### config.mk
export PLATFORM = sky130hd
export DESIGN_NAME = dual_supply_priority_selector_core_flat
export DESIGN_NICKNAME = d
export VERILOG_FILES = /design/src/rtl/dsps_pkg.sv /design/src/rtl/dsps_in_if.sv /design/src/rtl/dsps_out_if.sv /design/src/rtl/dsps_cfg_regs.sv /design/src/rtl/dsps_step.sv /design/src/rtl/dual_supply_priority_selector_core.sv /design/src/flat_wrapper.sv
export SDC_FILE = /design/constraint.sdc
export NUM_CORES = 1
export LEC_CHECK = 0
export BUFFER_PORTS_ARGS = -buffer_cell sky130_fd_sc_hd__buf_2
export CAP_MARGIN = 10
export CORE_ASPECT_RATIO = 1.1
export CORE_MARGIN = 2
export CORE_UTILIZATION = 30
export CTS_CLUSTER_DIAMETER = 150
export DETAILED_ROUTE_END_ITERATION = 8
export HOLD_SLACK_MARGIN = 0.05
export PLACE_DENSITY = 0.56
export REMOVE_ABC_BUFFERS = 1
export SKIP_CTS_REPAIR_TIMING = 1
export SLEW_MARGIN = 20
export SYNTH_ARGS = -nofsm -noshare
export SYNTH_HDL_FRONTEND = slang
export SYNTH_HIERARCHICAL = 1
export SYNTH_SLANG_ARGS = --single-unit
export TNS_END_PERCENT = 1
### constraint.sdc
create_clock -name i_clk -period 7.75 [get_ports i_clk]
set_input_delay 0.3875 -clock i_clk [delete_from_list [all_inputs] [get_ports i_clk]]
set_output_delay 0.3875 -clock i_clk [all_outputs]
set_load 0.05 [all_outputs]
### src/rtl/dsps_pkg.sv
// ----------------------------------------------------------------------------
// dsps_pkg - shared types and constants of the dual supply selector
// Phase codes, selection codes, register indexes, reset values and the
// structs passed between the configuration bank, the step logic and the top.
// ----------------------------------------------------------------------------
package dsps_pkg;

    // field widths
    localparam int LEVEL_W  = 10;
    localparam int DELAY_W  = 12;
    localparam int SEL_W    = 2;
    localparam int CFG_IDX_W  = 3;
    localparam int CFG_DATA_W = 12;

    // input item kinds
    localparam logic MODE_SAMPLE = 1'b0;
    localparam logic MODE_TICK   = 1'b1;

    // selection codes
    localparam logic [SEL_W-1:0] SEL_NONE = 2'd0;
    localparam logic [SEL_W-1:0] SEL_ONE  = 2'd1;
    localparam logic [SEL_W-1:0] SEL_TWO  = 2'd2;

    // register indexes
    localparam logic [CFG_IDX_W-1:0] REG_THRESHOLD = 3'd0;
    localparam logic [CFG_IDX_W-1:0] REG_PRIORITY  = 3'd1;
    localparam logic [CFG_IDX_W-1:0] REG_OFF_DLY   = 3'd2;
    localparam logic [CFG_IDX_W-1:0] REG_SETTLE_DLY = 3'd3;
    localparam logic [CFG_IDX_W-1:0] REG_HOLD_DLY  = 3'd4;

    // register reset values
    localparam logic [LEVEL_W-1:0] RST_THRESHOLD  = 10'd380;
    localparam logic [DELAY_W-1:0] RST_OFF_DLY    = 12'd250;
    localparam logic [DELAY_W-1:0] RST_SETTLE_DLY = 12'd500;
    localparam logic [DELAY_W-1:0] RST_HOLD_DLY   = 12'd250;

    // switching phases
    typedef enum logic [1:0] {
        PH_IDLE   = 2'd0,
        PH_OFF    = 2'd1,
        PH_SETTLE = 2'd2,
        PH_HOLD   = 2'd3
    } t_phase;

    typedef struct packed {
        logic [LEVEL_W-1:0] threshold;
        logic               second_first;
        logic [DELAY_W-1:0] off_dly;
        logic [DELAY_W-1:0] settle_dly;
        logic [DELAY_W-1:0] hold_dly;
    } t_cfg;

    typedef struct packed {
        logic [SEL_W-1:0]   sel;
        t_phase             phase;
        logic [DELAY_W-1:0] count;
        logic [1:0]         enables;
    } t_state;

endpackage

### src/rtl/dsps_in_if.sv
// ----------------------------------------------------------------------------
// dsps_in_if - input channel of the dual supply selector
// Valid/ready channel carrying a sample pair or a millisecond tick.
// ----------------------------------------------------------------------------
interface dsps_in_if;
    logic                          valid;
    logic                          ready;
    logic                          mode;
    logic [dsps_pkg::LEVEL_W-1:0]  supply_one_level;
    logic [dsps_pkg::LEVEL_W-1:0]  supply_two_level;

    modport source (output valid, mode, supply_one_level, supply_two_level, input ready);
    modport sink   (input valid, mode, supply_one_level, supply_two_level, output ready);
endinterface

### src/rtl/dsps_out_if.sv
// ----------------------------------------------------------------------------
// dsps_out_if - result channel of the dual supply selector
// Valid/ready channel carrying enables, selection and busy flag.
// ----------------------------------------------------------------------------
interface dsps_out_if;
    logic                        valid;
    logic                        ready;
    logic                        enable_one;
    logic                        enable_two;
    logic [dsps_pkg::SEL_W-1:0]  chosen_supply;
    logic                        busy_res;

    modport source (output valid, enable_one, enable_two, chosen_supply, busy_res,
                    input ready);
    modport sink   (input valid, enable_one, enable_two, chosen_supply, busy_res,
                    output ready);
endinterface

### src/rtl/dsps_cfg_regs.sv
// ----------------------------------------------------------------------------
// dsps_cfg_regs - configuration register bank
// Holds threshold, priority and the three delays; writes to unknown
// indexes are dropped.
// ----------------------------------------------------------------------------
module dsps_cfg_regs (
    input  logic                              i_clk,
    input  logic                              i_rst_n,
    input  logic                              i_cfg_we,
    input  logic [dsps_pkg::CFG_IDX_W-1:0]    i_cfg_idx,
    input  logic [dsps_pkg::CFG_DATA_W-1:0]   i_cfg_data,
    output dsps_pkg::t_cfg                    o_cfg
);

    dsps_pkg::t_cfg r_cfg;

    // register write decode
    always_ff @(posedge i_clk) begin
        if (!i_rst_n) begin
            r_cfg.threshold    <= dsps_pkg::RST_THRESHOLD;
            r_cfg.second_first <= 1'b0;
            r_cfg.off_dly      <= dsps_pkg::RST_OFF_DLY;
            r_cfg.settle_dly   <= dsps_pkg::RST_SETTLE_DLY;
            r_cfg.hold_dly     <= dsps_pkg::RST_HOLD_DLY;
        end else if (i_cfg_we) begin
            unique case (i_cfg_idx)
                dsps_pkg::REG_THRESHOLD:  r_cfg.threshold <= i_cfg_data[dsps_pkg::LEVEL_W-1:0];
                dsps_pkg::REG_PRIORITY:   r_cfg.second_first <= i_cfg_data[0];
                dsps_pkg::REG_OFF_DLY:    r_cfg.off_dly <= i_cfg_data[dsps_pkg::DELAY_W-1:0];
                dsps_pkg::REG_SETTLE_DLY: r_cfg.settle_dly <= i_cfg_data[dsps_pkg::DELAY_W-1:0];
                dsps_pkg::REG_HOLD_DLY:   r_cfg.hold_dly <= i_cfg_data[dsps_pkg::DELAY_W-1:0];
                default: ;
            endcase
        end
    end

    assign o_cfg = r_cfg;

endmodule

### src/rtl/dsps_step.sv
// ----------------------------------------------------------------------------
// dsps_step - next-state logic for one transaction
// Priority pick on samples, tick countdown, and the chain of phase ends
// that can complete within a single transaction when delays are zero.
// ----------------------------------------------------------------------------
module dsps_step (
    input  dsps_pkg::t_state                  i_state,
    input  dsps_pkg::t_cfg                    i_cfg,
    input  logic                              i_mode,
    input  logic [dsps_pkg::LEVEL_W-1:0]      i_lvl_one,
    input  logic [dsps_pkg::LEVEL_W-1:0]      i_lvl_two,
    output dsps_pkg::t_state                  o_state
);

    localparam int N_PHASE_ENDS = 3;

    // end the current wait phase if its count has run out
    function automatic dsps_pkg::t_state end_phase(dsps_pkg::t_state s, dsps_pkg::t_cfg c);
        dsps_pkg::t_state r;
        r = s;
        if (s.count == '0) begin
            case (s.phase)
                dsps_pkg::PH_OFF: begin
                    if (s.sel == dsps_pkg::SEL_NONE) begin
                        r.phase = dsps_pkg::PH_IDLE;
                    end else begin
                        r.phase = dsps_pkg::PH_SETTLE;
                        r.count = c.settle_dly;
                    end
                end
                dsps_pkg::PH_SETTLE: begin
                    r.enables = {s.sel == dsps_pkg::SEL_TWO, s.sel == dsps_pkg::SEL_ONE};
                    r.phase   = dsps_pkg::PH_HOLD;
                    r.count   = c.hold_dly;
                end
                dsps_pkg::PH_HOLD: r.phase = dsps_pkg::PH_IDLE;
                default: ;
            endcase
        end
        return r;
    endfunction

    logic             p_one;
    logic             p_two;
    logic [dsps_pkg::SEL_W-1:0] pick;
    dsps_pkg::t_state s_entry;
    dsps_pkg::t_state s_chain [N_PHASE_ENDS+1];

    // presence and priority pick
    always_comb begin
        p_one = i_lvl_one >= i_cfg.threshold;
        p_two = i_lvl_two >= i_cfg.threshold;
        pick  = dsps_pkg::SEL_NONE;
        if (i_cfg.second_first) begin
            if (p_two)      pick = dsps_pkg::SEL_TWO;
            else if (p_one) pick = dsps_pkg::SEL_ONE;
        end else begin
            if (p_one)      pick = dsps_pkg::SEL_ONE;
            else if (p_two) pick = dsps_pkg::SEL_TWO;
        end
    end

    // start a switch on a new pick while idle, or count a tick down
    always_comb begin
        s_entry = i_state;
        if (i_mode == dsps_pkg::MODE_SAMPLE) begin
            if (i_state.phase == dsps_pkg::PH_IDLE && pick != i_state.sel) begin
                s_entry.sel     = pick;
                s_entry.enables = 2'b00;
                s_entry.phase   = dsps_pkg::PH_OFF;
                s_entry.count   = i_cfg.off_dly;
            end
        end else if (i_state.phase != dsps_pkg::PH_IDLE && i_state.count != '0) begin
            s_entry.count = i_state.count - 1'b1;
        end
    end

    // off, settle and hold may all expire in one transaction
    always_comb begin
        s_chain[0] = s_entry;
        for (int k = 0; k < N_PHASE_ENDS; k++) begin
            s_chain[k+1] = end_phase(s_chain[k], i_cfg);
        end
    end

    assign o_state = s_chain[N_PHASE_ENDS];

endmodule

### src/rtl/dual_supply_priority_selector_core.sv
// ----------------------------------------------------------------------------
// dual_supply_priority_selector_core - break-before-make supply selector
// Usage: transactions on i_in are either a pair of supply levels in
// centivolts (mode 0) or a one millisecond tick (mode 1). Every input
// transaction yields exactly one result transaction on o_out carrying both
// enables, the current selection and a busy flag, all as they stand after
// that transaction. Registers are written through i_cfg_we / i_cfg_idx /
// i_cfg_data while no transaction is in flight.
// Path: a transaction passes the input register, then the state and result
// register, from which the result is taken on o_out.
// Throughput: one transaction per cycle unless o_out.ready stalls; the
// selection, countdown and phase chain are compare and counter logic.
// Reset (synchronous, active low): registers take their default values,
// selection none, both enables off, idle, no result pending.
// Stall: when o_out.ready is low the result is held; one further
// transaction is taken into the input register, then i_in.ready drops.
// ----------------------------------------------------------------------------
module dual_supply_priority_selector_core (
    input  logic                              i_clk,
    input  logic                              i_rst_n,
    dsps_in_if.sink                           i_in,
    dsps_out_if.source                        o_out,
    input  logic                              i_cfg_we,
    input  logic [dsps_pkg::CFG_IDX_W-1:0]    i_cfg_idx,
    input  logic [dsps_pkg::CFG_DATA_W-1:0]   i_cfg_data
);

    dsps_pkg::t_cfg   cfg;
    dsps_pkg::t_state r_state;
    dsps_pkg::t_state n_state;

    logic                         r_s1_valid;
    logic                         r_s1_mode;
    logic [dsps_pkg::LEVEL_W-1:0] r_s1_lvl_one;
    logic [dsps_pkg::LEVEL_W-1:0] r_s1_lvl_two;
    logic                         r_out_valid;
    logic                         out_load;

    // configuration bank
    dsps_cfg_regs u_cfg (
        .i_clk      (i_clk),
        .i_rst_n    (i_rst_n),
        .i_cfg_we   (i_cfg_we),
        .i_cfg_idx  (i_cfg_idx),
        .i_cfg_data (i_cfg_data),
        .o_cfg      (cfg)
    );

    // per-transaction state update
    dsps_step u_step (
        .i_state   (r_state),
        .i_cfg     (cfg),
        .i_mode    (r_s1_mode),
        .i_lvl_one (r_s1_lvl_one),
        .i_lvl_two (r_s1_lvl_two),
        .o_state   (n_state)
    );

    // handshake control
    assign out_load   = !r_out_valid || o_out.ready;
    assign i_in.ready = !r_s1_valid || out_load;

    // input register
    always_ff @(posedge i_clk) begin
        if (!i_rst_n) begin
            r_s1_valid <= 1'b0;
        end else if (i_in.ready) begin
            r_s1_valid <= i_in.valid;
        end
        if (i_in.valid && i_in.ready) begin
            r_s1_mode    <= i_in.mode;
            r_s1_lvl_one <= i_in.supply_one_level;
            r_s1_lvl_two <= i_in.supply_two_level;
        end
    end

    // state and result register
    always_ff @(posedge i_clk) begin
        if (!i_rst_n) begin
            r_out_valid     <= 1'b0;
            r_state.sel     <= dsps_pkg::SEL_NONE;
            r_state.phase   <= dsps_pkg::PH_IDLE;
            r_state.count   <= '0;
            r_state.enables <= 2'b00;
        end else if (out_load) begin
            r_out_valid <= r_s1_valid;
            if (r_s1_valid) begin
                r_state <= n_state;
            end
        end
    end

    // result fields
    assign o_out.valid         = r_out_valid;
    assign o_out.enable_one    = r_state.enables[0];
    assign o_out.enable_two    = r_state.enables[1];
    assign o_out.chosen_supply = r_state.sel;
    assign o_out.busy_res      = r_state.phase != dsps_pkg::PH_IDLE;

`ifndef SYNTHESIS
    // an enable is only ever raised for the selected supply
    a_enable_matches_sel: assert property (@(posedge i_clk) disable iff (!i_rst_n)
        (!r_state.enables[0] || r_state.sel == dsps_pkg::SEL_ONE) &&
        (!r_state.enables[1] || r_state.sel == dsps_pkg::SEL_TWO))
        else $error("enable raised for a supply that is not selected");

    // break before make: both enables off during off and settle waits
    a_break_before_make: assert property (@(posedge i_clk) disable iff (!i_rst_n)
        (r_state.phase == dsps_pkg::PH_OFF || r_state.phase == dsps_pkg::PH_SETTLE)
        |-> r_state.enables == 2'b00)
        else $error("enable high during off or settle wait");

    // when idle the enables reflect the selection exactly
    a_idle_enables: assert property (@(posedge i_clk) disable iff (!i_rst_n)
        r_state.phase == dsps_pkg::PH_IDLE |->
        r_state.enables == {r_state.sel == dsps_pkg::SEL_TWO,
                            r_state.sel == dsps_pkg::SEL_ONE})
        else $error("idle enables disagree with selection");

    // state only moves when a transaction passes into the result register
    a_state_moves_on_load: assert property (@(posedge i_clk) disable iff (!i_rst_n)
        !(out_load && r_s1_valid) |=> $stable(r_state))
        else $error("state changed without a transaction");
`endif

endmodule
### src/flat_wrapper.sv
// flat-port wrapper written by rule: the top's interface ports become plain ports
module dual_supply_priority_selector_core_flat 
  (i_clk, i_rst_n, i_cfg_we, i_cfg_idx, i_cfg_data, i_in_valid, i_in_mode, i_in_supply_one_level, i_in_supply_two_level, i_in_ready, o_out_valid, o_out_enable_one, o_out_enable_two, o_out_chosen_supply, o_out_busy_res, o_out_ready);
  dsps_in_if i_in_i ();
  dsps_out_if o_out_i ();
  input  logic i_clk;
  input  logic i_rst_n;
  input  logic i_cfg_we;
  input  logic [dsps_pkg::CFG_IDX_W-1:0] i_cfg_idx;
  input  logic [dsps_pkg::CFG_DATA_W-1:0] i_cfg_data;
  input wire logic [$bits(i_in_i.valid)-1:0] i_in_valid;
  input wire logic [$bits(i_in_i.mode)-1:0] i_in_mode;
  input wire logic [$bits(i_in_i.supply_one_level)-1:0] i_in_supply_one_level;
  input wire logic [$bits(i_in_i.supply_two_level)-1:0] i_in_supply_two_level;
  output wire logic [$bits(i_in_i.ready)-1:0] i_in_ready;
  output wire logic [$bits(o_out_i.valid)-1:0] o_out_valid;
  output wire logic [$bits(o_out_i.enable_one)-1:0] o_out_enable_one;
  output wire logic [$bits(o_out_i.enable_two)-1:0] o_out_enable_two;
  output wire logic [$bits(o_out_i.chosen_supply)-1:0] o_out_chosen_supply;
  output wire logic [$bits(o_out_i.busy_res)-1:0] o_out_busy_res;
  input wire logic [$bits(o_out_i.ready)-1:0] o_out_ready;
  assign i_in_i.valid = i_in_valid;
  assign i_in_i.mode = i_in_mode;
  assign i_in_i.supply_one_level = i_in_supply_one_level;
  assign i_in_i.supply_two_level = i_in_supply_two_level;
  assign i_in_ready = i_in_i.ready;
  assign o_out_valid = o_out_i.valid;
  assign o_out_enable_one = o_out_i.enable_one;
  assign o_out_enable_two = o_out_i.enable_two;
  assign o_out_chosen_supply = o_out_i.chosen_supply;
  assign o_out_busy_res = o_out_i.busy_res;
  assign o_out_i.ready = o_out_ready;
  dual_supply_priority_selector_core u_core (.i_clk(i_clk), .i_rst_n(i_rst_n), .i_in(i_in_i), .o_out(o_out_i), .i_cfg_we(i_cfg_we), .i_cfg_idx(i_cfg_idx), .i_cfg_data(i_cfg_data));
endmodule
==> flow_metrics.py <==
metrics = {
    "yosys": {
        "ys_seq_elements": 88,
        "synth-edff-count": 21,
        "synth_top_area_share_pct": 23.1,
        "async_reset_ff_share_pct": 0,
        "syn_area_um2": 5820,
        "netlist_top_cells_count": "96 x nand2_1, 71 x mux2i_1, 67 x dfxtp_1, 37 x nor2b_1, 29 x nor2_1",
        "synth.distinct_cells": 81,
        "synth_warnings": 6,
        "synth_top_area_cell": "dfxtp_1",
        "ys_top_cells_by_area": "dfxtp_1 23%, mux2i_1 12%, edfxtp_1 11%, nand2_1 6.2%, ha_1 5.6%",
        "syn_inst": 647,
        "syn_area_per_cell_um2": 8.99,
        "synth_flop_cell": "dfxtp_1",
        "synth-seq-area-share_pct": 33.9,
        "yosys.cell_count.top_type": "nand2_1",
    },
    "placement": {
        "portBuffers": 47,
        "hpwl_mm": 11.9,
        "dp_cells": 907,
        "gp_congestion": 0.895,
    },
    "hold_path": {
        "holdPathStages": 1,
        "hold_path_end": "u_core/r_s1_lvl_one[9]$_DFFE_PP_",
        "hp-start": "i_in_supply_one_level[9]",
        "hold_path_class": "in2reg",
    },
    "setup_path": {
        "cp-start-kind": "register",
        "cp.arrival_ns": 7.30,
        "endpoint_kind": "register",
        "ff2ff_setup_slack_ns": 0.73,
        "r2r-end": "u_core/r_state[5]$_SDFFE_PN0P_",
        "cp_data_required_time_ns": 8.03,
        "r2r_cells": 22,
        "critPathMaxFanout": 19,
        "reg2reg_from": "u_core/u_cfg/o_cfg[44]$_SDFFE_PN0P_",
        "path_class": "reg2reg",
    },
    "cells_and_area": {
        "num-nets-final": 738,
        "final_layout_size_suffix_gt1_share_pct": 14.2,
        "filler_cell_count": 1995,
        "antenna_cells": 0,
        "area_growth_pct": 11.4,
        "final_cells": 923,
        "fin_util_pct": 33.9,
    },
    "die": {
        "start_util_pct": 30.5,
        "row_count": 53,
        "core_area_um2": 19100,
        "dieArea_um2": 20500,
        "fp.dieW_um": 137,
        "io_pins": 48,
        "die_h_um": 150,
    },
    "status": {
        "status": "finished, final reports clean",
    },
    "pwr": {
        "switching_share_pct": 30.8,
        "seqPwrFrac_pct": 43.2,
        "clkPwrFrac_pct": 36.2,
        "vdd_drop_max_mv": 0.130,
        "powerDensity_nw_per_um2": 179,
        "power_leakage_nw": 2.57,
        "p_comb_share_pct": 20.6,
        "p_sw_w": 0.000359,
        "internal_power_w": 0.000805,
    },
    "timing": {
        "fin_crit_ns": 7.02,
        "hold_viol": 0,
        "relSlewSlack_pct": 23.2,
        "skew_ns": 0.0100,
        "finalCritPeriodShare_pct": 90.6,
        "rsz0062_at_grt": "false",
        "finalSetupTns_ns": 0,
        "worst_slew_pin_slew_ns": 1.14,
        "setup_viol": 0,
        "max_freq_ghz": 0.142,
        "drv_slew": 0,
    },
    "clocking": {
        "clockBufferDepth": 2,
        "root_buffer": "clkbuf_16",
        "clk_pin_slew_ns": 0.07,
        "cts_tree": "yes",
        "clk_latency_ns": 0.36,
        "cts.htree.levels": 3,
        "clock-sinks": 88,
        "cts_buffers": 9,
    },
    "route": {
        "detail-route-antenna-nets": 0,
        "vias": 4920,
        "drt_iter0_markers": 364,
        "wl_per_cell_um": 17.2,
        "drc": 0,
        "vias_per_cell": 5.33,
        "wirelength_mm": 15.9,
        "first_pass_iters": 5,
    },
    "global_route": {
        "antenna_found_initial": 0,
        "grt-ovfl-total": 0,
        "grt_max_degree": 103,
        "grt_pass1_vias": 4632,
        "grt_usage_pct": 15.8,
        "grt_pass1_wl_mm": 25.3,
    },
    "job": {
        "max-cap-violations": 0,
    },
}
-- cell type report --
cell class | instances | area (um2) | area share (%)
flip-flops and latches | 88 | 1970 | 30.4
inverters | 22 | 82.6 | 1.27
clock inverters | 6 | 53.8 | 0.830
multi-input cells | 495 | 3540 | 54.6
repair buffers | 55 | 295 | 4.56
clock buffers | 10 | 229 | 3.53
well taps | 247 | 309 | 4.77
-- per-stage QoR --
step / cell area (um2) / setup WS, ns / power, W / hold WS (ns)
after floorplan: 5600 / 1.73 / 0.000672 / 0.430
after global placement: 6200 / 0.886 / 0.000750 / 0.445
after detailed placement: 6200 / 0.857 / 0.000748 / 0.451
after CTS: 6480 / 0.843 / 0.00117 / 0.192
after global routing: 6480 / 0.230 / 0.00122 / 0.193
final: 6480 / 0.728 / 0.00116 / 0.201
-- worst max-delay path by stage --
stage	from	cells past startpoint	end
after detailed placement	u_core/u_cfg/o_cfg[44]$_SDFFE_PN0P_	22	u_core/r_state[9]$_SDFFE_PN0P_
after CTS	u_core/u_cfg/o_cfg[44]$_SDFFE_PN0P_	22	u_core/r_state[9]$_SDFFE_PN0P_
final	u_core/u_cfg/o_cfg[44]$_SDFFE_PN0P_	22	u_core/r_state[5]$_SDFFE_PN0P_
after global placement	u_core/u_cfg/o_cfg[44]$_SDFFE_PN0P_	22	u_core/r_state[9]$_SDFFE_PN0P_
after floorplan	u_core/u_cfg/o_cfg[41]$_SDFFE_PN1P_	22	u_core/o_out.enable_one$_SDFFE_PN0P_
after global routing	u_core/u_cfg/o_cfg[44]$_SDFFE_PN0P_	23	u_core/r_state[7]$_SDFFE_PN0P_
-- power groups by stage --
stage                     Clock (W)  Sequential [W]  Combinational [W]
after global placement            0        0.000512           0.000237
after detailed placement          0        0.000513           0.000236
after floorplan                   0        0.000510           0.000163
after CTS                  0.000436        0.000502           0.000237
after global routing       0.000451        0.000504           0.000263
final                      0.000422        0.000502           0.000240
-- state kept, by name, indices dropped and copies added, names as in the netlist --
name                        count
u_core/o_out.valid              1
u_core/r_s1_valid               1
u_core/o_out.chosen_supply      2
u_core/o_out.enable_one         1
u_core/r_s1_lvl_one            10
u_core/r_s1_lvl_two            10
u_core/r_state                 14
u_core/r_s1_mode                1
u_core/o_out.enable_two         1
u_core/u_cfg/o_cfg             47
-- worst max-delay path, stage by stage (launching register included) --
cell and delay [ns]:
dfxtp_1 0.32, inv_1 0.06, ha_1 0.30, a211oi_1 0.23
nor2_1 0.06, or3_1 0.41, o21ai_0 0.26, a32oi_1 0.09
buf_4 0.19, and2_1 0.28, a221oi_1 0.51, nand4_1 0.22
or3_1 0.66, mux2i_1 0.39, ha_1 0.64, nand2_1 0.10
a31oi_1 0.29, inv_1 0.10, ha_1 0.29, nor4_2 0.98
a221o_1 0.31, nand2_1 0.05, mux2i_1 0.16
-- cell usage in the layout, fill, tap and decap left out, types with 14 or more instances in the layout --
master / netlist / layout
a21oi_1: 14 / 14
nor2_1: 29 / 29
dfxtp_1: 67 / 67
ha_1: 26 / 26
o21ai_0: 23 / 23
nor2b_1: 37 / 37
inv_1: 21 / 21
nand3_1: 14 / 14
edfxtp_1: 21 / 21
buf_2: 9 / 47
mux2i_1: 71 / 71
nand2_1: 96 / 96
-- per-layer routing --
layer,track usage [%],up-vias,routed length (um)
met2,27.2,147,7820
met4,4.69,0,267
met3,2.51,25,721
met1,20.4,2312,7100
li1,-,2436,-
met5,0,-,0
-- logic make-up after synthesis --
kind of cell | after synthesis | share of synthesized area (%)
adder cells (fa/ha/maj) | 26 | 5.59
XOR/XNOR | 10 | 1.51
AND/OR/NAND/NOR | 243 | 21.5
flip-flops | 88 | 33.9
AO/OA/AOI/OAI | 140 | 19.0
multiplexers | 76 | 13.2
buffers and inverters | 64 | 5.25
Power figures use the tool's default switching activity.
